## src/hdl/aan_dct8_pkg.sv

```systemverilog
// ----------------------------------------------------------------------------
// aan_dct8_pkg
// Types, widths and fixed-point constants shared by the 8-point forward DCT.
// ----------------------------------------------------------------------------
package aan_dct8_pkg;

   localparam int SampleW = 16;
   localparam int AW      = 17;   // first butterfly
   localparam int EW      = 18;   // second butterfly
   localparam int SW      = 19;   // third butterfly sums
   localparam int RW      = 35;   // Q14 coefficients before scaling
   localparam int ScaleW  = 16;   // Q14 scale factor, signed
   localparam int ProdW   = RW + ScaleW;
   localparam int FracC   = 14;
   localparam int ShiftW  = 24;   // Q28 down to Q4
   localparam int YW      = ProdW - ShiftW;
   localparam int CoefW   = 24;
   localparam int NumCoef = 8;

   // Register stages: six in the butterfly, two in the scaler.
   localparam int NumStages = 8;
   localparam int BflyStages = 6;

   localparam logic signed [ScaleW-1:0] K_C4    = 16'sd11585;
   localparam logic signed [ScaleW-1:0] K_C6    = 16'sd6270;
   localparam logic signed [ScaleW-1:0] K_C2MC6 = 16'sd8867;
   localparam logic signed [ScaleW-1:0] K_C2PC6 = 16'sd21407;
   localparam logic signed [ScaleW-1:0] K_ONE   = 16'sd16384;

   localparam logic signed [ProdW-1:0] RoundHalf = ProdW'(2**(ShiftW-1));
   localparam logic signed [YW-1:0]    CoefMax   = YW'(8388607);
   localparam logic signed [YW-1:0]    CoefMin   = -YW'(8388608);

   typedef logic [NumStages-1:0] stage_en_type;
   typedef logic signed [RW-1:0] r_type;

   typedef struct packed {
      logic signed [SampleW-1:0] sample_7;
      logic signed [SampleW-1:0] sample_6;
      logic signed [SampleW-1:0] sample_5;
      logic signed [SampleW-1:0] sample_4;
      logic signed [SampleW-1:0] sample_3;
      logic signed [SampleW-1:0] sample_2;
      logic signed [SampleW-1:0] sample_1;
      logic signed [SampleW-1:0] sample_0;
   } req_word_type;

   typedef struct packed {
      logic signed [CoefW-1:0] coef_7;
      logic signed [CoefW-1:0] coef_6;
      logic signed [CoefW-1:0] coef_5;
      logic signed [CoefW-1:0] coef_4;
      logic signed [CoefW-1:0] coef_3;
      logic signed [CoefW-1:0] coef_2;
      logic signed [CoefW-1:0] coef_1;
      logic signed [CoefW-1:0] coef_0;
   } rsp_word_type;

   // Q14 normalisation factors, 0.25/cos(k*pi/16), with cos(4*pi/16) for DC.
   function automatic logic signed [ScaleW-1:0] norm_q14(input logic [2:0] k);
      logic signed [ScaleW-1:0] f;
      case (k)
         3'd0:    f = 16'sd5793;
         3'd1:    f = 16'sd4176;
         3'd2:    f = 16'sd4433;
         3'd3:    f = 16'sd4926;
         3'd4:    f = 16'sd5793;
         3'd5:    f = 16'sd7373;
         3'd6:    f = 16'sd10703;
         3'd7:    f = 16'sd20995;
         default: f = K_ONE;
      endcase
      return f;
   endfunction

endpackage

```

## src/hdl/aan_dct8_scale.sv

```systemverilog
// ----------------------------------------------------------------------------
// aan_dct8_scale
// Optional normalisation, rounding to Q4 and saturation to 24 bits.
// ----------------------------------------------------------------------------
module aan_dct8_scale (
   input  logic                       clock,
   input  logic [1:0]                 en,
   input  logic                       apply_scaling,
   input  aan_dct8_pkg::r_type        r_in [aan_dct8_pkg::NumCoef],
   output aan_dct8_pkg::rsp_word_type rsp_data
);

   localparam int ProdW  = aan_dct8_pkg::ProdW;
   localparam int ScaleW = aan_dct8_pkg::ScaleW;
   localparam int YW     = aan_dct8_pkg::YW;
   localparam int CoefW  = aan_dct8_pkg::CoefW;
   localparam int N      = aan_dct8_pkg::NumCoef;

   // Without scaling the factor is one in Q14, so both modes share the
   // same Q28 rounding step.
   logic signed [ScaleW-1:0] factor [N];
   logic signed [ProdW-1:0]  prod_ff [N];

   always_comb begin
      for (int i = 0; i < N; i++) begin
         factor[i] = apply_scaling ? aan_dct8_pkg::norm_q14(3'(i)) : aan_dct8_pkg::K_ONE;
      end
   end

   always_ff @(posedge clock) begin
      if (en[0]) begin
         for (int i = 0; i < N; i++) begin
            prod_ff[i] <= ProdW'(r_in[i]) * ProdW'(factor[i]);
         end
      end
   end

   logic signed [ProdW-1:0] rounded [N];
   logic signed [YW-1:0]    y [N];
   logic signed [CoefW-1:0] sat [N];

   always_comb begin
      for (int i = 0; i < N; i++) begin
         rounded[i] = prod_ff[i] + aan_dct8_pkg::RoundHalf;
         y[i]       = rounded[i][ProdW-1:aan_dct8_pkg::ShiftW];
         if (y[i] > aan_dct8_pkg::CoefMax) begin
            sat[i] = y[i] > aan_dct8_pkg::CoefMax ? aan_dct8_pkg::CoefMax[CoefW-1:0] : '0;
         end else if (y[i] < aan_dct8_pkg::CoefMin) begin
            sat[i] = aan_dct8_pkg::CoefMin[CoefW-1:0];
         end else begin
            sat[i] = y[i][CoefW-1:0];
         end
      end
   end

   aan_dct8_pkg::rsp_word_type rsp_ff;

   always_ff @(posedge clock) begin
      if (en[1]) begin
         rsp_ff.coef_0 <= sat[0];
         rsp_ff.coef_1 <= sat[1];
         rsp_ff.coef_2 <= sat[2];
         rsp_ff.coef_3 <= sat[3];
         rsp_ff.coef_4 <= sat[4];
         rsp_ff.coef_5 <= sat[5];
         rsp_ff.coef_6 <= sat[6];
         rsp_ff.coef_7 <= sat[7];
      end
   end

   assign rsp_data = rsp_ff;

endmodule

```

## config.mk

```make
export PLATFORM = sky130hd
export DESIGN_NAME = aan_dct8_scale
export DESIGN_NICKNAME = d
export VERILOG_FILES = /design/src/hdl/aan_dct8_pkg.sv /design/src/hdl/aan_dct8_scale.sv
export SDC_FILE = /design/constraint.sdc
export NUM_CORES = 2
export LEC_CHECK = 0
export ABC_CLOCK_PERIOD_IN_PS = 9500
export BUFFER_PORTS_ARGS = -buffer_cell sky130_fd_sc_hd__buf_2
export CAP_MARGIN = 5
export CORE_AREA = 8 8 443 445
export CTS_BUF_LIST = sky130_fd_sc_hd__clkbuf_4 sky130_fd_sc_hd__clkbuf_8
export CTS_CLUSTER_SIZE = 40
export DETAILED_ROUTE_END_ITERATION = 10
export DIE_AREA = 0 0 451 453
export HOLD_SLACK_MARGIN = 0.06
export PLACE_DENSITY_LB_ADDON = 0.3
export SKIP_LAST_GASP = 1
export SYNTH_ARGS = -nofsm -noshare
export SYNTH_HDL_FRONTEND = slang
export SYNTH_SLANG_ARGS = --single-unit
```

## constraint.sdc

```tcl
create_clock -name clock -period 9.5 [get_ports clock]
set_clock_uncertainty 0.05 [all_clocks]
set_input_delay 1.425 -clock clock [delete_from_list [all_inputs] [get_ports clock]]
set_output_delay 1.425 -clock clock [all_outputs]
set_load 0.02 [all_outputs]
```

==> flow_summary.toml <==
[place]
post-dp-hpwl_um = 181000
portBuffers = 475
gp_congestion = 0.947

[status]
run_status = "completed"

[job]
maxCapViolCount = 0

[routing]
drc = 0
vias = 57103
ant_nets = 0
firstDrtPassIters = 5
drt-total-wl_um = 205000
wl_per_cell_um = 17.9
via_per_inst = 5.00
drt_iter0_markers = 2595

[cells_and_area]
syn_to_final_growth_pct = 8.59
fillers = 17510
nNetsFinal = 12023
drive_gt1_share_pct = 7.77

[timing]
rsz0062_at_grt = "false"
fin_crit_ps = 8120
tns_ps = 0
finalMaxSlewViolations = 0
max-slew-margin-rel_pct = 23.1
tightest_slew_ps = 1150
fin_crit_sh_pct = 85.4
hold_viol = 0
fmax_mhz = 123
fin_hold_ws_ps = 616
setup_violations = 0

[setup_path]
critPathKind = "input pin to flop"
endpoint_kind = "flop"
worstRegToRegCells = 11
crit_fanout = 97
crit_required_ps = 9950
start_kind = "input pin"
reg2reg_slack_ps = 5890
critPathArrivalTime_ps = 8570
timing.rr.end = "rsp_data[163]$_SDFFCE_PN1P_"
reg2reg_from = "prod_ff[1][131]$_DFFE_PP_"

[synth]
synth-seq-area-share_pct = 14.8
yosysMostFrequentCell = "inv_1"
synthCells = 8298
synthArstFlopShare_pct = 0
synth_top_area_share_pct = 31.1
synth_top_family_by_area = "adder cells"
synthTopCellsByCount = "inv_1 (1966), ha_1 (1633), fa_1 (1310), edfxtp_1 (416), o21ai_0 (310)"
ys_seq_elements = 416
yosys.area_share.simple_pct = 8.52
synth_area_per_cell_um2 = 10.2
synth_cell_types = 87
synth_area_um2 = 84400
synth-edff-count = 416
yosysTopAreaCell = "fa_1"
synth_ff_type = "edfxtp_1"
synth_compound_area_share_pct = 6.96
synthMuxAreaShare_pct = 0.264
yosysWarnings = 0
synthAdderAreaFrac_pct = 55.2
synth-xor-area-share_pct = 4.79
synth.area.top_cells = "fa_1 (31%), ha_1 (24%), edfxtp_1 (15%), inv_1 (8.7%), xnor2_1 (2.7%)"

[cts]
clockRootBuffer = "clkbuf_8"
postCtsHoldBufs = 0
postCtsSetupRepairBufs = 0
htreeDepth = 3
cts_tree = "yes"
ctsLongestPathBuffers = 3
cts_resized = 0
clock-sinks = 416
numCtsBuffers = 76
clk_latency_ps = 780
clk_pin_slew_worst_paths_ps = 60

[grt]
grt_max_degree = 98
antenna_found_initial = 84
grt_pass1_wl_um = 335000
grt_pass1_vias = 62679
grt_overflow = 0
met3_usage_pct = 2.52
track_usage_pct = 20.3
use_met1_pct = 25.6
top_usage_layer = "met2"
grtUsageMet2_pct = 34.9

[die]
start_util_pct = 44.6
dieArea_um2 = 204000
dieWidth_um = 451
num_rows = 160
core_area_um2 = 189000
die_h_um = 453
ios = 476

[worst_hold_path]
hold_path_depth = 2
min_from = "prod_ff[1][36]$_DFFE_PP_"
min_to = "rsp_data[108]$_SDFFCE_PN1P_"
hold_path.class = "flop to flop"

[pwr]
vdd_drop_max_mv = 0.202
power_density_nw_per_um2 = 244
cellLeakagePower_nw = 48.4
-- critical path, cell delays in order --
cell and delay, ps:
buf_8 450, and2_1 480, fa_1 480, inv_1 110
fa_1 390, inv_1 100, fa_1 450, fa_1 570
fa_1 430, fa_1 440, ha_1 310, a2111oi_0 600
o21ai_0 190, nor2_1 210, o21ai_1 100, a31oi_1 360
o31a_1 260, o31a_2 210, a211oi_2 100, o2111ai_1 330
a21oi_1 180, nor3_1 250, xnor2_1 90
-- worst max path at each step --
stage / depth (start not counted) / endpoint / startpoint / slack, ps
final: 23 / prod_ff[0][202]$_DFFE_PP_ / apply_scaling / 1380
after floorplan: 28 / prod_ff[0][203]$_DFFE_PP_ / apply_scaling / 1160
after CTS: 23 / prod_ff[0][202]$_DFFE_PP_ / apply_scaling / 1530
after detailed placement: 26 / prod_ff[1][152]$_DFFE_PP_ / apply_scaling / 690
after global placement: 26 / prod_ff[1][152]$_DFFE_PP_ / apply_scaling / 820
after global routing: 23 / prod_ff[0][203]$_DFFE_PP_ / apply_scaling / 1000
-- where the power goes --
group | switching (mW) | internal [mW] | leakage (nW)
Sequential | 0.571 | 3.61 | 4.06
Combinational | 9.34 | 7.10 | 43.6
Clock | 0.802 | 0.956 | 0.774
-- layout by cell type, fill, tap and decap left out, drive strengths merged, types with 8 or more instances in the layout --
cell | synthesis | layout
a221oi | 14 | 14
and4 | 10 | 10
clkinv | 1 | 28
xor2 | 204 | 204
edfxtp | 416 | 416
o21a | 33 | 33
o21ai | 326 | 326
nor3 | 64 | 64
a21boi | 9 | 9
nand2 | 288 | 288
buf | 7 | 522
xnor2 | 258 | 258
o31ai | 9 | 9
or2 | 17 | 17
nor4 | 11 | 11
o21bai | 14 | 14
a21o | 181 | 181
o2111ai | 9 | 9
o31a | 8 | 8
and2 | 205 | 205
or3 | 11 | 11
a31o | 10 | 10
a211oi | 22 | 22
ha | 1633 | 1633
clkbuf | 145 | 93
nand3 | 134 | 134
nor2 | 258 | 258
nand4 | 72 | 72
conb | 2 | 52
nor2b | 204 | 204
and3 | 78 | 78
mux2i | 20 | 20
a31oi | 23 | 23
nand2b | 35 | 35
inv | 1966 | 1967
o211ai | 20 | 20
diode | 0 | 69
fa | 1310 | 1310
a21oi | 205 | 205
-- layout make-up --
type                       count  area, µm²  share of cell area (%)
sequential                   416      12500                    13.6
tap                         2511       3140                    3.43
inverter                    1967       7390                    8.06
multi-input combinational   5813      64200                    70.0
clock inverter                39        333                   0.363
timing repair buffer         522       2800                    3.05
antenna                       69        173                   0.188
clock buffer                  93       1180                    1.29
-- routing by layer --
layer,vias up,routed length [µm]
met4,8,9120
li1,27662,-
met3,314,7430
met5,-,46
met1,28036,87400
met2,1083,101000
-- metrics by stage --
stage                     power [mW]  area [µm²]  util (%)  instances  worst slack (ps)
after floorplan                 16.5       84600         -       8348              1160
after global placement          20.3       90000      47.6      11225               821
after detailed placement        20.6       90000      47.6      11225               686
after CTS                       22.7       91500      48.4      11357              1530
after global routing            25.1       91700      48.5      11418              1000
final                           22.4       91700      48.5      11430              1380
-- cells by family after synthesis --
logic type | after synthesis
compound gates | 935
xor+xnor | 462
fa+ha+maj | 2943
buf+inv | 2119
flops | 416
mux | 22
other cells | 2
simple gates | 1399
-- flip-flops by register name, indices dropped and copies added (netlist names) --
name and cells:
rsp_data 192, prod_ff 224
(Power assumes the default switching activity.)
