## src/hdl/aan_dct8_pkg.sv

```systemverilog
// ----------------------------------------------------------------------------
// aan_dct8_pkg
// Types, widths and fixed-point constants shared by the 8-point forward DCT.
// ----------------------------------------------------------------------------
package aan_dct8_pkg;

   localparam int SampleW = 16;
   localparam int AW      = 17;   // first butterfly
   localparam int EW      = 18;   // second butterfly
   localparam int SW      = 19;   // third butterfly sums
   localparam int RW      = 35;   // Q14 coefficients before scaling
   localparam int ScaleW  = 16;   // Q14 scale factor, signed
   localparam int ProdW   = RW + ScaleW;
   localparam int FracC   = 14;
   localparam int ShiftW  = 24;   // Q28 down to Q4
   localparam int YW      = ProdW - ShiftW;
   localparam int CoefW   = 24;
   localparam int NumCoef = 8;

   // Register stages: six in the butterfly, two in the scaler.
   localparam int NumStages = 8;
   localparam int BflyStages = 6;

   localparam logic signed [ScaleW-1:0] K_C4    = 16'sd11585;
   localparam logic signed [ScaleW-1:0] K_C6    = 16'sd6270;
   localparam logic signed [ScaleW-1:0] K_C2MC6 = 16'sd8867;
   localparam logic signed [ScaleW-1:0] K_C2PC6 = 16'sd21407;
   localparam logic signed [ScaleW-1:0] K_ONE   = 16'sd16384;

   localparam logic signed [ProdW-1:0] RoundHalf = ProdW'(2**(ShiftW-1));
   localparam logic signed [YW-1:0]    CoefMax   = YW'(8388607);
   localparam logic signed [YW-1:0]    CoefMin   = -YW'(8388608);

   typedef logic [NumStages-1:0] stage_en_type;
   typedef logic signed [RW-1:0] r_type;

   typedef struct packed {
      logic signed [SampleW-1:0] sample_7;
      logic signed [SampleW-1:0] sample_6;
      logic signed [SampleW-1:0] sample_5;
      logic signed [SampleW-1:0] sample_4;
      logic signed [SampleW-1:0] sample_3;
      logic signed [SampleW-1:0] sample_2;
      logic signed [SampleW-1:0] sample_1;
      logic signed [SampleW-1:0] sample_0;
   } req_word_type;

   typedef struct packed {
      logic signed [CoefW-1:0] coef_7;
      logic signed [CoefW-1:0] coef_6;
      logic signed [CoefW-1:0] coef_5;
      logic signed [CoefW-1:0] coef_4;
      logic signed [CoefW-1:0] coef_3;
      logic signed [CoefW-1:0] coef_2;
      logic signed [CoefW-1:0] coef_1;
      logic signed [CoefW-1:0] coef_0;
   } rsp_word_type;

   // Q14 normalisation factors, 0.25/cos(k*pi/16), with cos(4*pi/16) for DC.
   function automatic logic signed [ScaleW-1:0] norm_q14(input logic [2:0] k);
      logic signed [ScaleW-1:0] f;
      case (k)
         3'd0:    f = 16'sd5793;
         3'd1:    f = 16'sd4176;
         3'd2:    f = 16'sd4433;
         3'd3:    f = 16'sd4926;
         3'd4:    f = 16'sd5793;
         3'd5:    f = 16'sd7373;
         3'd6:    f = 16'sd10703;
         3'd7:    f = 16'sd20995;
         default: f = K_ONE;
      endcase
      return f;
   endfunction

endpackage

```

## src/hdl/aan_dct8_butterfly.sv

```systemverilog
// ----------------------------------------------------------------------------
// aan_dct8_butterfly
// Six-stage butterfly flow giving the eight unscaled Q14 coefficients.
// ----------------------------------------------------------------------------
module aan_dct8_butterfly (
   input  logic                        clock,
   input  logic [aan_dct8_pkg::BflyStages-1:0] en,
   input  aan_dct8_pkg::req_word_type  req_data,
   output aan_dct8_pkg::r_type         r_out [aan_dct8_pkg::NumCoef]
);

   localparam int AW    = aan_dct8_pkg::AW;
   localparam int EW    = aan_dct8_pkg::EW;
   localparam int SW    = aan_dct8_pkg::SW;
   localparam int RW    = aan_dct8_pkg::RW;
   localparam int FracC = aan_dct8_pkg::FracC;

   // Stage 1: first butterfly.
   logic signed [AW-1:0] a_ff [8];
   logic signed [AW-1:0] a_in [8];

   always_comb begin
      a_in[0] = AW'(req_data.sample_0) + AW'(req_data.sample_7);
      a_in[1] = AW'(req_data.sample_1) + AW'(req_data.sample_6);
      a_in[2] = AW'(req_data.sample_2) + AW'(req_data.sample_5);
      a_in[3] = AW'(req_data.sample_3) + AW'(req_data.sample_4);
      a_in[4] = AW'(req_data.sample_3) - AW'(req_data.sample_4);
      a_in[5] = AW'(req_data.sample_2) - AW'(req_data.sample_5);
      a_in[6] = AW'(req_data.sample_1) - AW'(req_data.sample_6);
      a_in[7] = AW'(req_data.sample_0) - AW'(req_data.sample_7);
   end

   always_ff @(posedge clock) begin
      if (en[0]) begin
         a_ff <= a_in;
      end
   end

   // Stage 2: even butterfly and the odd partial sums.
   logic signed [EW-1:0] e0_ff, e1_ff, e2_ff, e3_ff, p_ff, q_ff, m_ff;
   logic signed [AW-1:0] a7b_ff;

   always_ff @(posedge clock) begin
      if (en[1]) begin
         e0_ff  <= EW'(a_ff[0]) + EW'(a_ff[3]);
         e1_ff  <= EW'(a_ff[1]) + EW'(a_ff[2]);
         e2_ff  <= EW'(a_ff[1]) - EW'(a_ff[2]);
         e3_ff  <= EW'(a_ff[0]) - EW'(a_ff[3]);
         p_ff   <= EW'(a_ff[4]) + EW'(a_ff[5]);
         q_ff   <= EW'(a_ff[6]) + EW'(a_ff[7]);
         m_ff   <= EW'(a_ff[5]) + EW'(a_ff[6]);
         a7b_ff <= a_ff[7];
      end
   end

   // Stage 3: last sums ahead of the multipliers.
   logic signed [SW-1:0] se_ff, de_ff, t_ff, pq_ff;
   logic signed [EW-1:0] e3c_ff, pc_ff, qc_ff, mc_ff;
   logic signed [AW-1:0] a7c_ff;

   always_ff @(posedge clock) begin
      if (en[2]) begin
         se_ff  <= SW'(e0_ff) + SW'(e1_ff);
         de_ff  <= SW'(e0_ff) - SW'(e1_ff);
         t_ff   <= SW'(e2_ff) + SW'(e3_ff);
         pq_ff  <= SW'(p_ff) + SW'(q_ff);
         e3c_ff <= e3_ff;
         pc_ff  <= p_ff;
         qc_ff  <= q_ff;
         mc_ff  <= m_ff;
         a7c_ff <= a7b_ff;
      end
   end

   // Stage 4: the five constant multiplies, everything brought to Q14.
   logic signed [RW-1:0] rot_ff, common_ff, qm_ff, pm_ff, mid_ff;
   logic signed [RW-1:0] a7q_ff, e3q_ff, r0d_ff, r4d_ff;

   always_ff @(posedge clock) begin
      if (en[3]) begin
         rot_ff    <= RW'(t_ff) * RW'(aan_dct8_pkg::K_C4);
         common_ff <= RW'(pq_ff) * RW'(aan_dct8_pkg::K_C6);
         qm_ff     <= RW'(qc_ff) * RW'(aan_dct8_pkg::K_C2MC6);
         pm_ff     <= RW'(pc_ff) * RW'(aan_dct8_pkg::K_C2PC6);
         mid_ff    <= RW'(mc_ff) * RW'(aan_dct8_pkg::K_C4);
         a7q_ff    <= RW'(a7c_ff) <<< FracC;
         e3q_ff    <= RW'(e3c_ff) <<< FracC;
         r0d_ff    <= RW'(se_ff) <<< FracC;
         r4d_ff    <= RW'(de_ff) <<< FracC;
      end
   end

   // Stage 5: rotation outputs and odd-part intermediates.
   logic signed [RW-1:0] u_ff, v_ff, lo_ff, hi_ff, r2e_ff, r6e_ff, r0e_ff, r4e_ff;

   always_ff @(posedge clock) begin
      if (en[4]) begin
         u_ff   <= common_ff + qm_ff;
         v_ff   <= common_ff - pm_ff;
         lo_ff  <= a7q_ff - mid_ff;
         hi_ff  <= a7q_ff + mid_ff;
         r2e_ff <= rot_ff + e3q_ff;
         r6e_ff <= e3q_ff - rot_ff;
         r0e_ff <= r0d_ff;
         r4e_ff <= r4d_ff;
      end
   end

   // Stage 6: final odd butterfly.
   logic signed [RW-1:0] r_ff [8];

   always_ff @(posedge clock) begin
      if (en[5]) begin
         r_ff[0] <= r0e_ff;
         r_ff[1] <= u_ff + hi_ff;
         r_ff[2] <= r2e_ff;
         r_ff[3] <= v_ff + lo_ff;
         r_ff[4] <= r4e_ff;
         r_ff[5] <= lo_ff - v_ff;
         r_ff[6] <= r6e_ff;
         r_ff[7] <= hi_ff - u_ff;
      end
   end

   assign r_out = r_ff;

endmodule

```

## config.mk

```make
export PLATFORM = sky130hd
export DESIGN_NAME = aan_dct8_butterfly
export DESIGN_NICKNAME = d
export VERILOG_FILES = /design/src/hdl/aan_dct8_pkg.sv /design/src/hdl/aan_dct8_butterfly.sv
export SDC_FILE = /design/constraint.sdc
export NUM_CORES = 2
export LEC_CHECK = 0
export BUFFER_PORTS_ARGS = -buffer_cell sky130_fd_sc_hd__buf_4
export CAP_MARGIN = 0
export CORE_ASPECT_RATIO = 0.75
export CORE_MARGIN = 2
export CORE_UTILIZATION = 50
export DETAILED_ROUTE_END_ITERATION = 10
export PLACE_DENSITY = 0.7
export SYNTH_ARGS = -nofsm -noshare
export SYNTH_HDL_FRONTEND = slang
export SYNTH_SLANG_ARGS = --single-unit
```

## constraint.sdc

```tcl
create_clock -name clock -period 8.2 [get_ports clock]
set_input_delay 1.64 -clock clock [delete_from_list [all_inputs] [get_ports clock]]
set_output_delay 1.64 -clock clock [all_outputs]
set_load 0.05 [all_outputs]
```

==> key figures <==
Route
  • Vias/cell: 5.47
  • WL per Instance: 20.4 um
  • Drt total wl: 216000 um
  • Drc violations: 0
  • DR iter-0 viols: 5269
  • Vias: 57900
  • Pre-antenna DRT Iters: 9
  • Final ANT Viol Nets: 0

Clocking
  • CTS Buf Count: 117
  • Worst-Skew Late Latency: 780 ps
  • Root Buffer: clkbuf_16
  • Post-CTS sizing: 0
  • Clock sinks: 1159
  • Worst-path clk slew: 70 ps
  • # Post-CTS Setup Buffers: 0
  • H-tree depth: 3
  • CTS tree: yes
  • Buffer levels on the longest clock path: 3
  • CTS Hold Buffers Added: 0

Setup path
  • Crit-path max cell delay: 590 ps
  • Cell with the most instances on the worst path: inv_1
  • Critical path class: flip-flop to flip-flop
  • Crit-path slowest cell: edfxtp_1
  • Worst path required time: 8710 ps
  • Kind of end point of the critical path: flip-flop
  • Critical path, cell by cell: inv_1, fa_1, inv_1, ha_1, fa_1, inv_1, fa_1, inv_1, fa_1, inv_1, fa_1, inv_1, ha_1, a21o_1, a21o_1, a221oi_1, o21bai_1, a31oi_1, o21ai_0, a211oi_1, xnor2_1
  • Arrival @ worst endpoint: 6650 ps
  • Worst-path maximum fanout: 7
  • Startpoint Class: flip-flop
  • CP top delay family: adder cells
  • Crit path buf inv count: 6

STA
  • Slew Limit Fails: 0
  • Fmax: 163 MHz
  • Fin. Hold Viols: 0
  • Slew HR: 19.5%
  • Worst hold margin: 400 ps
  • Period utilisation layout: 74.8%
  • Worst slew pin tran: 1190 ps
  • Clk_skew: 35.1 ps
  • Setup TNS: 0 ps
  • Fin crit period: 6140 ps
  • Setup violations, final: 0
  • RSZ-0062 raised after global routing: no

Logic synthesis
  • Post-synth EDFFs: 1159
  • Syn Area/Cell: 11.1 um^2
  • Most used DFF post-synth: edfxtp_1
  • Sequential share of the synthesized area: 40.0%
  • Cell Area, Synth: 87100 um^2
  • Distinct cells, synth: 89
  • Async set or reset register ratio after synthesis: 0%
  • Synthesized flop and latch total: 1159
  • Syn Inst Count: 7852
  • Ys Warns: 0

Floorplanning
  • Rows: 132
  • IO Count: 415
  • Die area: 178000 um^2
  • Starting density of the core: 50.4%
  • Die Wd: 486 um
  • Die height: 365 um
  • Core Region: 173000 um^2

Finish
  • Area grow syn2layout: 10.7%
  • Non-Filler Instances: 10600
  • Fillers: 14600
  • Final-stage net count: 10000
  • Most common cell after layout, fill and taps aside: inv_1
  • Layout cells sized above 1: 7.87%
  • Commonest non-fill, non-tap cells in the layout: inv_1, ha_1, edfxtp_1, xnor2_1, a21oi_1
  • Post-route cell area: 96400 um^2

Placement
  • I/O Buffers: 386
  • RD Place Congestion: 0.924
  • Inst Count DP: 10400
  • HPWL after DPL: 178000 um
  • Placed instance area: 92200 um^2

Global route
  • GRT Total Usage: 24.0%
  • Largest net degree at the start of global routing: 153
  • Vias in the first global route: 56100
  • Overflow after GRT: 0
  • First-pass GRT wire length: 329000 um
  • Initial antenna violation count: 16

Hold path
  • HP Class: flip-flop to flip-flop

Status
  • Status: finished, final reports clean

Flow run
  • MaxCap Viol Count: 0
cells by family (layout without fill, tap and decap cells):
kind of cell / Yosys count / after routing / synth area share [%]
fa+ha+maj: 1669 / 1669 / 27.9
buf+inv: 1523 / 1953 / 6.73
compound gates: 1519 / 1519 / 11.2
simple gates: 1290 / 1290 / 7.24
flops: 1159 / 1159 / 40.0
xor+xnor: 681 / 681 / 6.85
mux: 10 / 10 / 0.115
other cells: 1 / 30 / 0.00431
layer usage:
| metal | vias up | wire, um | track usage (%) |
|---|---|---|---|
| li1 | 27700 | - | - |
| met1 | 28200 | 107000 | 37.7 |
| met2 | 1736 | 92000 | 35.6 |
| met3 | 210 | 14200 | 3.31 |
| met4 | 0 | 3390 | 4.06 |
| met5 | - | 0 | 0 |
metrics by stage:
stage	worst slack, ps	util, %
4_1_cts	2030	55.7
3_3_place_gp	2010	53.3
6_report	2060	55.7
3_5_place_dp	2030	53.3
5_1_grt	1630	55.7
2_1_floorplan	2410	-
worst register-to-register path: cells and delay by family, from the launching register on:
family	cells	cell delay, ps
fa+ha+maj	7	3120
compound gates	7	1680
flops	1	590
buf+inv	6	390
xor+xnor	1	90
final timing paths:
check	from	end	slack (ps)	cells after the start
worst max-delay path	pc_ff[10]	pm_ff[31]	2060	21
worst min-delay path	r2e_ff[6]	r_out[181]	400	0
worst max register to register	pc_ff[10]	pm_ff[31]	2060	21
worst min register to register	r2e_ff[6]	r_out[181]	400	0
registers in the layout, summed over array words and instances, names as in the netlist, 19 cells and up:
name,flops
r_out,243
lo_ff,35
pm_ff,34
rot_ff,34
v_ff,35
hi_ff,34
pq_ff,19
r6e_ff,34
qm_ff,33
a_ff,132
se_ff,19
common_ff,32
r2e_ff,35
mid_ff,33
u_ff,35
cell usage after synthesis (79+ instances only):
cell      count  area, um^2
ha_1       1214       15200
nand3_1      79         395
nand2_1     217         815
o21ai_0     237        1190
edfxtp_1   1159       34800
o21bai_1    138        1040
a21o_1      205        1540
clkbuf_1    132         495
nor3_1      142         711
fa_1        455        9110
a21oi_1     523        2620
nor2_1      431        1620
inv_1      1332        5000
xnor2_1     525        4600
xor2_1      156        1370
nor2b_1     101         632
final cells by class:
cell class	count	area, um^2	share of cell area (%)
Inverter	1336	5010	5.20
Antenna cell	2	5.00	0.00519
Timing Repair Buffer	395	3040	3.15
Clock inverter	92	1140	1.18
Multi-Input combinational cell	5197	46500	48.3
Clock buffer	130	3000	3.11
Sequential cell	1159	34800	36.1
Tap cell	2278	2850	2.96
Power is left out: the tool's default activity adds up to more than one toggle a clock period on the data nets, which glitch-free logic cannot reach.
