$ cat src/hdl/aan_dct8_pkg.sv
// ----------------------------------------------------------------------------
// aan_dct8_pkg
// Types, widths and fixed-point constants shared by the 8-point forward DCT.
// ----------------------------------------------------------------------------
package aan_dct8_pkg;

   localparam int SampleW = 16;
   localparam int AW      = 17;   // first butterfly
   localparam int EW      = 18;   // second butterfly
   localparam int SW      = 19;   // third butterfly sums
   localparam int RW      = 35;   // Q14 coefficients before scaling
   localparam int ScaleW  = 16;   // Q14 scale factor, signed
   localparam int ProdW   = RW + ScaleW;
   localparam int FracC   = 14;
   localparam int ShiftW  = 24;   // Q28 down to Q4
   localparam int YW      = ProdW - ShiftW;
   localparam int CoefW   = 24;
   localparam int NumCoef = 8;

   // Register stages: six in the butterfly, two in the scaler.
   localparam int NumStages = 8;
   localparam int BflyStages = 6;

   localparam logic signed [ScaleW-1:0] K_C4    = 16'sd11585;
   localparam logic signed [ScaleW-1:0] K_C6    = 16'sd6270;
   localparam logic signed [ScaleW-1:0] K_C2MC6 = 16'sd8867;
   localparam logic signed [ScaleW-1:0] K_C2PC6 = 16'sd21407;
   localparam logic signed [ScaleW-1:0] K_ONE   = 16'sd16384;

   localparam logic signed [ProdW-1:0] RoundHalf = ProdW'(2**(ShiftW-1));
   localparam logic signed [YW-1:0]    CoefMax   = YW'(8388607);
   localparam logic signed [YW-1:0]    CoefMin   = -YW'(8388608);

   typedef logic [NumStages-1:0] stage_en_type;
   typedef logic signed [RW-1:0] r_type;

   typedef struct packed {
      logic signed [SampleW-1:0] sample_7;
      logic signed [SampleW-1:0] sample_6;
      logic signed [SampleW-1:0] sample_5;
      logic signed [SampleW-1:0] sample_4;
      logic signed [SampleW-1:0] sample_3;
      logic signed [SampleW-1:0] sample_2;
      logic signed [SampleW-1:0] sample_1;
      logic signed [SampleW-1:0] sample_0;
   } req_word_type;

   typedef struct packed {
      logic signed [CoefW-1:0] coef_7;
      logic signed [CoefW-1:0] coef_6;
      logic signed [CoefW-1:0] coef_5;
      logic signed [CoefW-1:0] coef_4;
      logic signed [CoefW-1:0] coef_3;
      logic signed [CoefW-1:0] coef_2;
      logic signed [CoefW-1:0] coef_1;
      logic signed [CoefW-1:0] coef_0;
   } rsp_word_type;

   // Q14 normalisation factors, 0.25/cos(k*pi/16), with cos(4*pi/16) for DC.
   function automatic logic signed [ScaleW-1:0] norm_q14(input logic [2:0] k);
      logic signed [ScaleW-1:0] f;
      case (k)
         3'd0:    f = 16'sd5793;
         3'd1:    f = 16'sd4176;
         3'd2:    f = 16'sd4433;
         3'd3:    f = 16'sd4926;
         3'd4:    f = 16'sd5793;
         3'd5:    f = 16'sd7373;
         3'd6:    f = 16'sd10703;
         3'd7:    f = 16'sd20995;
         default: f = K_ONE;
      endcase
      return f;
   endfunction

endpackage

$ cat src/hdl/aan_dct8_pipe_ctl.sv
// ----------------------------------------------------------------------------
// aan_dct8_pipe_ctl
// Valid bits and per-stage load enables; bubbles close up under a stall.
// ----------------------------------------------------------------------------
module aan_dct8_pipe_ctl (
   input  logic                       clock,
   input  logic                       reset,
   input  logic                       req_valid,
   input  logic                       rsp_stall,
   output aan_dct8_pkg::stage_en_type en,
   output logic                       req_stall,
   output logic                       rsp_valid
);

   localparam int N = aan_dct8_pkg::NumStages;

   logic [N-1:0] valid_ff;
   logic [N-1:0] valid_in;

   // A stage may load when it is empty or when the stage after it loads too.
   always_comb begin
      en[N-1] = !valid_ff[N-1] || !rsp_stall;
      for (int i = N - 2; i >= 0; i--) begin
         en[i] = !valid_ff[i] || en[i+1];
      end
   end

   always_comb begin
      for (int i = 0; i < N; i++) begin
         if (en[i]) begin
            valid_in[i] = (i == 0) ? req_valid : valid_ff[(i == 0) ? 0 : i - 1];
         end else begin
            valid_in[i] = valid_ff[i];
         end
      end
   end

   always_ff @(posedge clock) begin
      if (reset) begin
         valid_ff <= '0;
      end else begin
         valid_ff <= valid_in;
      end
   end

   assign req_stall = !en[0];
   assign rsp_valid = valid_ff[N-1];

endmodule

$ cat config.mk
export PLATFORM = sky130hd
export DESIGN_NAME = aan_dct8_pipe_ctl
export DESIGN_NICKNAME = d
export VERILOG_FILES = /design/src/hdl/aan_dct8_pkg.sv /design/src/hdl/aan_dct8_pipe_ctl.sv
export SDC_FILE = /design/constraint.sdc
export NUM_CORES = 1
export LEC_CHECK = 0
export ABC_AREA = 0
export BUFFER_PORTS_ARGS = -buffer_cell sky130_fd_sc_hd__buf_2
export CORE_AREA = 2 2 39 41
export DETAILED_ROUTE_END_ITERATION = 7
export DIE_AREA = 0 0 41 43
export SYNTH_ARGS = -nofsm -noshare
export SYNTH_HDL_FRONTEND = slang
export SYNTH_SLANG_ARGS = --single-unit
export TNS_END_PERCENT = 100
$ cat constraint.sdc
create_clock -name clock -period 1.25 [get_ports clock]
set_clock_uncertainty 0.1 [all_clocks]
set_input_delay 0.0625 -clock clock [delete_from_list [all_inputs] [get_ports clock]]
set_output_delay 0.0625 -clock clock [all_outputs]
set_load 0.1 [all_outputs]
==> flow_summary.toml, run 1 <==
[route]
dr.pass1.iters = 2
ant_nets = 0
drt-vias-per-instance = 4.23
wire_per_inst_um = 9.40
drt-total-wl_um = 724
drc = 0
vias = 326
drt_iter0_markers = 3

[timing]
finalWorstSetupSlack_ns = -0.196
slew_violations = 0
tns_ns = -1.11
period_minus_slack_ns = 1.45
period_share_pct = 116
setup_violations = 7
finalHoldViolations = 1
worst_pin_slew_ns = 0.198
clock.fmax_ghz = 0.691
whs_ns = -0.00217
max_slew_margin_pct = 86.8
rsz0062_at_grt = "yes"

[job]
cap_violations = 0

[layout]
n_antenna_cell = 0
biggestRegsByFlops = "valid_ff: 8 flops"
stdcell_count = 77
post-route-cell-area_um2 = 666
final_nets = 66
layout-drive-gt1-share_pct = 55.7
final_util_pct = 48.1
top_register = "valid_ff"
largest_reg_flops = 8
areaGrowthSynthToFinish_pct = 103

[setup_path]
cp-start-kind = "flip-flop"
worst-endpoint-required_ns = 1.09
path_class = "flip-flop to output pin"
crit_path_end_kind = "output pin"
cp.arrival_ns = 1.28
rrSetupSlack_ns = 0.10
worstPathMaxFanout = 4
slowest_stage = "dfxtp_2"
slowest_delay_ns = 0.33
rr_worst_depth = 4
path_cells = "and4_4, nand4_4, clkinvlp_4, buf_12"

[power]
clkPwrFrac_pct = 43.5
seqPwrFrac_pct = 51.7
comb_power_share_pct = 4.8
leakage_nw = 0.288
peakVddDrop_uv = 421
switchingPower_mw = 0.115
power_mw = 0.508
switching_share_pct = 22.6
p_per_area_nw_per_um2 = 763
cell_internal_pwr_mw = 0.393

[clocking]
cts_tree = "yes"
clkTransAtPathRegs_ns = 0.06
ctsHtreeMaxLevel = 1
cts.sinks = 8
clock_latency_ns = 0.26
numCtsBuffers = 3
cts-root-buf = "clkbuf_4"
clockBufferDepth = 2

[synthesis]
synthCells = 37
syn_avg_cell_area_um2 = 8.86
syn_nets = 41
yosysWarnings = 0
syn_area_um2 = 328
ys_seq_area_share_pct = 48.9
ys_ff_latch = 8
synth_cell_types = 13

[floorplanning]
rows = 14
die_area_um2 = 1760
ios = 14
die_y_um = 43
core_um2 = 1380
initial_utilization_pct = 23.7
die_x_um = 41

[outcome]
violations = "hold timing, setup timing"
status = "finished, violations left"

[global_routing]
grt_util_all_layers_pct = 10.8
antenna_found_initial = 0
grt_max_degree = 9
grt_pass1_wl_um = 1170
grt_overflow = 0
grt_pass1_vias = 305

[min_path]
min_path_cells = 3
hold_class = "input pin to flip-flop"

[placement]
place_area_um2 = 606
finalWeightedCongestion = 0.716
port-buffer-count = 13
dp_hpwl_um = 520
detailedPlace.worstSlack_ns = -0.0120
dp_cells = 70
==> what timing repair did <==
| item | in CTS | in global routing |
|---|---|---|
| hold buffers | 2 | 0 |
| endpoints found under the hold margin | 8 | 0 |
| pin swaps | 1 | 0 |
| resized for setup | 5 | 0 |
| cloned | 0 | 0 |
| buffers inserted | 1 | 0 |
| setup endpoints to repair | 8 | 7 |
==> routing by layer <==
metal / wire length [µm] / share of wire [%] / up-vias / GRT usage (%)
met5: 0 / 0 / - / 0
met4: 0 / 0 / 0 / 10.0
met3: 59 / 8.1 / 0 / 5.24
met2: 347 / 48 / 11 / 15.0
met1: 317 / 44 / 146 / 11.1
li1: - / - / 169 / -
==> synthesized netlist by cell type, drive strengths merged <==
library cell | n | area [µm²]
a21oi | 7 | 38.8
and3 | 1 | 6.26
and4 | 1 | 8.76
buf | 1 | 11.3
clkbuf | 1 | 3.75
dfxtp | 8 | 160
inv | 6 | 22.5
nand2 | 3 | 11.3
nand3 | 3 | 25.0
nand4 | 1 | 21.3
nor2 | 5 | 18.8
==> worst max-delay path: cells and delay by family, from the launching register on <==
family        cells  cell delay [ns]
buf+inv           2             0.29
flops             1             0.33
simple gates      2             0.40
==> worst paths after layout <==
path / startpoint / endpoint
setup reg to reg: valid_ff[6] / valid_ff[1]
setup / recovery: valid_ff[6] / req_stall
hold / removal: rsp_stall / valid_ff[7]
hold reg to reg: valid_ff[5] / valid_ff[6]
==> cell type report <==
| type | count | area (µm²) |
|---|---|---|
| multi-input cells | 21 | 139 |
| flip-flops and latches | 8 | 166 |
| repair buffers | 22 | 288 |
| clock buffers | 4 | 26.3 |
| fillers | 131 | 718 |
| well taps | 16 | 20.0 |
| inverters | 6 | 26.3 |
==> cell families (layout without fill, tap and decap cells) <==
group / count (synthesis) / count (layout) / synth area share, %
AND/OR/NAND/NOR: 14 / 14 / 27.9
flip-flops: 8 / 8 / 48.9
buffers and inverters: 8 / 32 / 11.4
AO/OA/AOI/OAI: 7 / 7 / 11.8
==> cells in the final DEF (no fill, tap or decap) <==
master,n
a21oi_1,6
a21oi_2,1
and3_2,1
and4_4,1
buf_12,10
buf_2,3
buf_4,7
clkbuf_1,1
clkbuf_4,3
clkinvlp_4,1
dfxtp_1,5
dfxtp_2,2
dfxtp_4,1
dlygate4sd3_1,2
inv_1,5
nand2_1,3
nand3_2,3
nand4_4,1
nor2_1,5
==> power groups by stage <==
stage / sequential (mW) / clock, mW / combinational (mW)
2_1_floorplan: 0.268 / 0 / 0.00942
3_3_place_gp: 0.268 / 0 / 0.0194
3_5_place_dp: 0.268 / 0 / 0.0198
4_1_cts: 0.263 / 0.232 / 0.0248
5_1_grt: 0.263 / 0.242 / 0.0271
6_report: 0.263 / 0.221 / 0.0243
No activity file was read; power rests on OpenSTA's default activity.
==> run 2: changes to the inputs <==
--- a/config.mk
+++ b/config.mk
@@ -10,6 +10,7 @@
 export CORE_AREA = 2 2 39 41
 export DETAILED_ROUTE_END_ITERATION = 7
 export DIE_AREA = 0 0 41 43
+export PLACE_DENSITY = 0.53
 export SYNTH_ARGS = -nofsm -noshare
 export SYNTH_HDL_FRONTEND = slang
 export SYNTH_SLANG_ARGS = --single-unit
==> constraint.sdc (replaced) <==
create_clock -name clock -period 1.25 [get_ports clock]
set_clock_uncertainty 0.1 [all_clocks]
set_input_delay 0.1875 -clock clock [delete_from_list [all_inputs] [get_ports clock]]
set_output_delay 0.1875 -clock clock [all_outputs]
set_load 0.1 [all_outputs]
==> run 2 against run 1 <==
Effect of this change:
- the flow finishes with violations (setup timing)
- final cell count increased by 7.8%
- first-iteration DRC count fell by 33%
- non-clock buffer count rose by 6
- die area is the same
- largest power group unchanged
==> flow_summary.toml, run 2 (synthesis gave the netlist of run 1 again) <==
[layout]
n_antenna_cell = 0
top_register = "valid_ff"
stdcell_count = 83
largest_reg_flops = 8
seqCellArea_um2 = 166
final_cell_mix = "13 x buf_4, 10 x buf_12, 6 x a21oi_1"
fillers = 123
multi_input_area_um2 = 164
biggestRegsByFlops = "valid_ff: 8 flops"
layout_commonest_cell = "buf_4"
final_nets = 72
areaGrowthSynthToFinish_pct = 125
layout-drive-gt1-share_pct = 65.7

[timing]
finalWorstSetupSlack_ns = -0.287
rsz0062_at_grt = "yes"
whs_ns = 0.0750
worst_pin_slew_ns = 0.184
period_minus_slack_ns = 1.54
max_slew_margin_pct = 87.7
finalHoldViolations = 0
period_share_pct = 123
slew_violations = 0
setup_violations = 11
clock.fmax_ghz = 0.651
tns_ns = -1.99

[route]
dr.pass1.iters = 4
vias = 358
drt-total-wl_um = 810
drc = 0
wl_met3_um = 60
top_layer_used = "met4"
drt-met1-wl_um = 301
drt_iter0_markers = 2
wl_met2_um = 437
drt-vias-per-instance = 4.31
ant_nets = 0
wire_per_inst_um = 9.76

[setup_path]
cp-start-kind = "flip-flop"
worstPathMaxFanout = 5
cp.arrival_ns = 1.25
rrSetupSlack_ns = 0
worst-endpoint-required_ns = 0.96
crit_path_end_kind = "output pin"
path_class = "flip-flop to output pin"

[global_routing]
grt_pass1_vias = 324
grt_max_degree = 9
antenna_found_initial = 0
grt_pass1_wl_um = 1240
grt_util_all_layers_pct = 11.3
grt_overflow = 0

[clocking]
clkTransAtPathRegs_ns = 0.06
cts_tree = "yes"
clockBufferDepth = 2
cts.sinks = 8
numCtsBuffers = 3
ctsHtreeMaxLevel = 1
cts-root-buf = "clkbuf_4"
clock_latency_ns = 0.25

[power]
peakVddDrop_uv = 445
leakage_nw = 0.331
seqPwrFrac_pct = 53.1
comb_power_share_pct = 4.9
p_per_area_nw_per_um2 = 671
switching_share_pct = 21.1
cell_internal_pwr_mw = 0.391
switchingPower_mw = 0.104
clkPwrFrac_pct = 42.0

[floorplanning]
rows = 14
initial_utilization_pct = 23.7
core_um2 = 1380
ios = 14
die_y_um = 43
die_area_um2 = 1760
die_x_um = 41

[outcome]
violations = "setup timing"
status = "finished, violations left"

[min_path]
hold_class = "input pin to flip-flop"

[placement]
detailedPlace.worstSlack_ns = -0.163
dp_cells = 73
finalWeightedCongestion = 0.721
dp_hpwl_um = 536
port-buffer-count = 13

[job]
cap_violations = 0
[run 2: timing repair]
| item | in CTS | in global routing |
|---|---|---|
| setup buffers | 2 | 4 |
| hold buffers | 0 | 0 |
| setup endpoints to repair | 11 | 11 |
| pin swaps | 3 | 0 |
| gates resized for setup | 12 | 1 |
[run 2: through the flow]
step / area, µm² / util, % / total power [mW]
detailed placement: 623 / 45.0 / 0.290
global route: 738 / 53.3 / 0.521
global placement: 623 / 45.0 / 0.289
floorplan: 335 / - / 0.278
finish: 738 / 53.3 / 0.495
CTS: 704 / 50.9 / 0.500
[run 2: per-layer routing]
layer,up-vias,GRT usage (%)
li1,179,-
met2,12,15.6
met1,165,11.4
met3,2,6.28
met4,0,10.0
met5,-,0
[run 2: worst paths after layout]
check                                  from           to  cells past startpoint
worst max-delay path            valid_ff[7]        en[1]                      4
worst min-delay path              req_valid  valid_ff[0]                      3
worst max register to register  valid_ff[7]  valid_ff[0]                      5
worst min register to register  valid_ff[5]  valid_ff[6]                      2
[run 2: final cells by class]
class                      instances  area share (%)
tap                               16            2.71
timing repair buffer              28            45.4
sequential                         8            22.5
multi-input combinational         21            22.2
inverter                           6            3.56
clock buffer                       4            3.56
[run 2: power groups by stage]
stage	sequential (mW)	combinational, mW	clock, mW
after floorplan	0.268	0.00942	0
after global placement	0.268	0.0214	0
after detailed placement	0.268	0.0216	0
after CTS	0.263	0.0243	0.213
after global routing	0.263	0.0268	0.232
final	0.263	0.0245	0.208
[run 2: critical path, cell delays in order (launching register included)]
cell and delay [ns]:
dfxtp_4 0.34, and4_4 0.25, buf_4 0.12, nand3_2 0.10, buf_12 0.19
==> run 3: changes to the inputs <==
--- a/config.mk
+++ b/config.mk
@@ -10,6 +10,7 @@
 export CORE_AREA = 2 2 39 41
 export DETAILED_ROUTE_END_ITERATION = 7
 export DIE_AREA = 0 0 41 43
+export GPL_TIMING_DRIVEN = 0
 export PLACE_DENSITY = 0.53
 export SYNTH_ARGS = -nofsm -noshare
 export SYNTH_HDL_FRONTEND = slang
==> run 3 against run 2 <==
Effect of this change:
- the run still ends with setup timing left
- worst setup slack got worse by 0.047 ns
- hold slack got worse by 0.0050 ns
- count of clock-buffer cells in the layout unchanged
- critical path type unchanged
- largest power group unchanged
- highest routed layer unchanged
==> flow_summary.toml, run 3 (synthesis gave the netlist of run 1 again) <==
[timing]
max_slew_margin_pct = 74.8
period_minus_slack_ns = 1.58
worst_pin_slew_ns = 0.378
slew_violations = 0
finalWorstSetupSlack_ns = -0.334
period_share_pct = 127
clock.fmax_ghz = 0.631
tns_ns = -1.97
finalHoldViolations = 0
rsz0062_at_grt = "yes"
setup_violations = 10

[global_routing]
grt_pass1_wl_um = 1130
grt_util_all_layers_pct = 10.1
grt_pass1_vias = 296
antenna_found_initial = 0
grt_overflow = 0
grt_max_degree = 9
gr-usage-met3_pct = 3.14
grt_util_met2_pct = 15.0
busiest_layer = "met2"
use_met1_pct = 11.0

[floorplanning]
rows = 14
die_area_um2 = 1760
ios = 14
die_x_um = 41
initial_utilization_pct = 23.7
core_um2 = 1380
die_y_um = 43

[layout]
areaGrowthSynthToFinish_pct = 94.3
post-route-cell-area_um2 = 637
layout-drive-gt1-share_pct = 60.3
biggestRegsByFlops = "valid_ff: 8 flops"
layout_commonest_cell = "buf_12"
top_register = "valid_ff"
n_antenna_cell = 0
largest_reg_flops = 8
final_nets = 63
final_cell_mix = "7 x buf_12, 6 x a21oi_1, 5 x inv_1, 5 x nor2_1, 5 x buf_4"

[clocking]
ctsHtreeMaxLevel = 1
cts-root-buf = "clkbuf_4"
cts_hold_buf = 0
cts_tree = "yes"
cts.sinks = 8
clock_latency_ns = 0.25
clkTransAtPathRegs_ns = 0.06
clockBufferDepth = 2
numCtsBuffers = 3

[outcome]
status = "finished, violations left"
violations = "setup timing"

[placement]
detailedPlace.worstSlack_ns = -0.379
port-buffer-count = 12
dp_hpwl_um = 452
finalWeightedCongestion = 0.636
place_area_um2 = 415

[setup_path]
rrSetupSlack_ns = -0.05
worstPathMaxFanout = 7
cp.arrival_ns = 1.30
cp-start-kind = "flip-flop"
rr_worst_depth = 6
crit_path_end_kind = "output pin"
rr_startpoint = "valid_ff[5]"
path_class = "flip-flop to output pin"
worst-endpoint-required_ns = 0.96
timing.rr.end = "valid_ff[4]"

[power]
peakVddDrop_uv = 385
p_per_area_nw_per_um2 = 783
leakage_nw = 0.269
power_mw = 0.499

[route]
drc = 0
drt_iter0_markers = 3
drt-total-wl_um = 765
drt-vias-per-instance = 4.23
dr.pass1.iters = 2
wire_per_inst_um = 10.3
vias = 313
ant_nets = 0

[min_path]
hold_class = "input pin to flip-flop"
min_path_cells = 3
min_to = "valid_ff[0]"
worstHoldStart = "req_valid"

[job]
cap_violations = 0
[run 3: routing by layer]
metal,vias to the layer above,wire (µm),part of all wire [%]
met4,0,8,1.0
met1,140,341,45
met2,12,374,49
met3,2,41,5.4
li1,159,-,-
met5,-,0,0
[run 3: metrics by stage]
stage / util (%) / cells / hold WS [ns]
floorplan: - / 37 / 0.229
global placement: 30.0 / 65 / 0.332
detailed placement: 30.0 / 65 / 0.342
CTS: 45.6 / 74 / 0.0642
global route: 46.0 / 74 / 0.0775
finish: 46.0 / 74 / 0.0700
[run 3: layout make-up]
cell class,instances,area [µm²]
Buffer,2,15.0
Clock buffer,4,26.3
Fill cell,126,747
Inverter,6,26.3
Multi-Input combinational cell,21,160
Sequential cell,8,168
Tap cell,16,20.0
Timing Repair Buffer,17,221
[run 3: critical path: stages (launching register included)]
cell        delay, ns
dfxtp_4          0.34
and4_1           0.18
buf_6            0.14
nand4_4          0.11
clkinvlp_4       0.11
buf_12           0.16
[run 3: worst max-delay path by stage]
stage / startpoint / depth (start not counted) / slack (ns) / end
3_5_place_dp: valid_ff[4] / 4 / -0.38 / req_stall
5_1_grt: valid_ff[7] / 5 / -0.40 / req_stall
4_1_cts: valid_ff[7] / 5 / -0.35 / req_stall
6_report: valid_ff[7] / 5 / -0.33 / req_stall
2_1_floorplan: valid_ff[7] / 4 / -0.89 / req_stall
3_3_place_gp: valid_ff[4] / 4 / -0.39 / req_stall
[run 3: power breakdown]
group	leakage [nW]	switching (mW)	internal, mW	total (mW)
sequential	0.0674	0.00490	0.258	0.263
combinational	0.187	0.0122	0.00675	0.0189
clock	0.0150	0.0943	0.123	0.217
total	0.269	0.111	0.387	0.499
[run 3: repair_timing]
| item | CTS | global route |
|---|---|---|
| setup buffers | 5 | 0 |
| hold endpoints to repair | 0 | 0 |
| pin swaps | 2 | 0 |
| endpoints found under the setup margin | 10 | 12 |
| gates resized for setup | 43 | 2 |
| gates cloned | 0 | 0 |
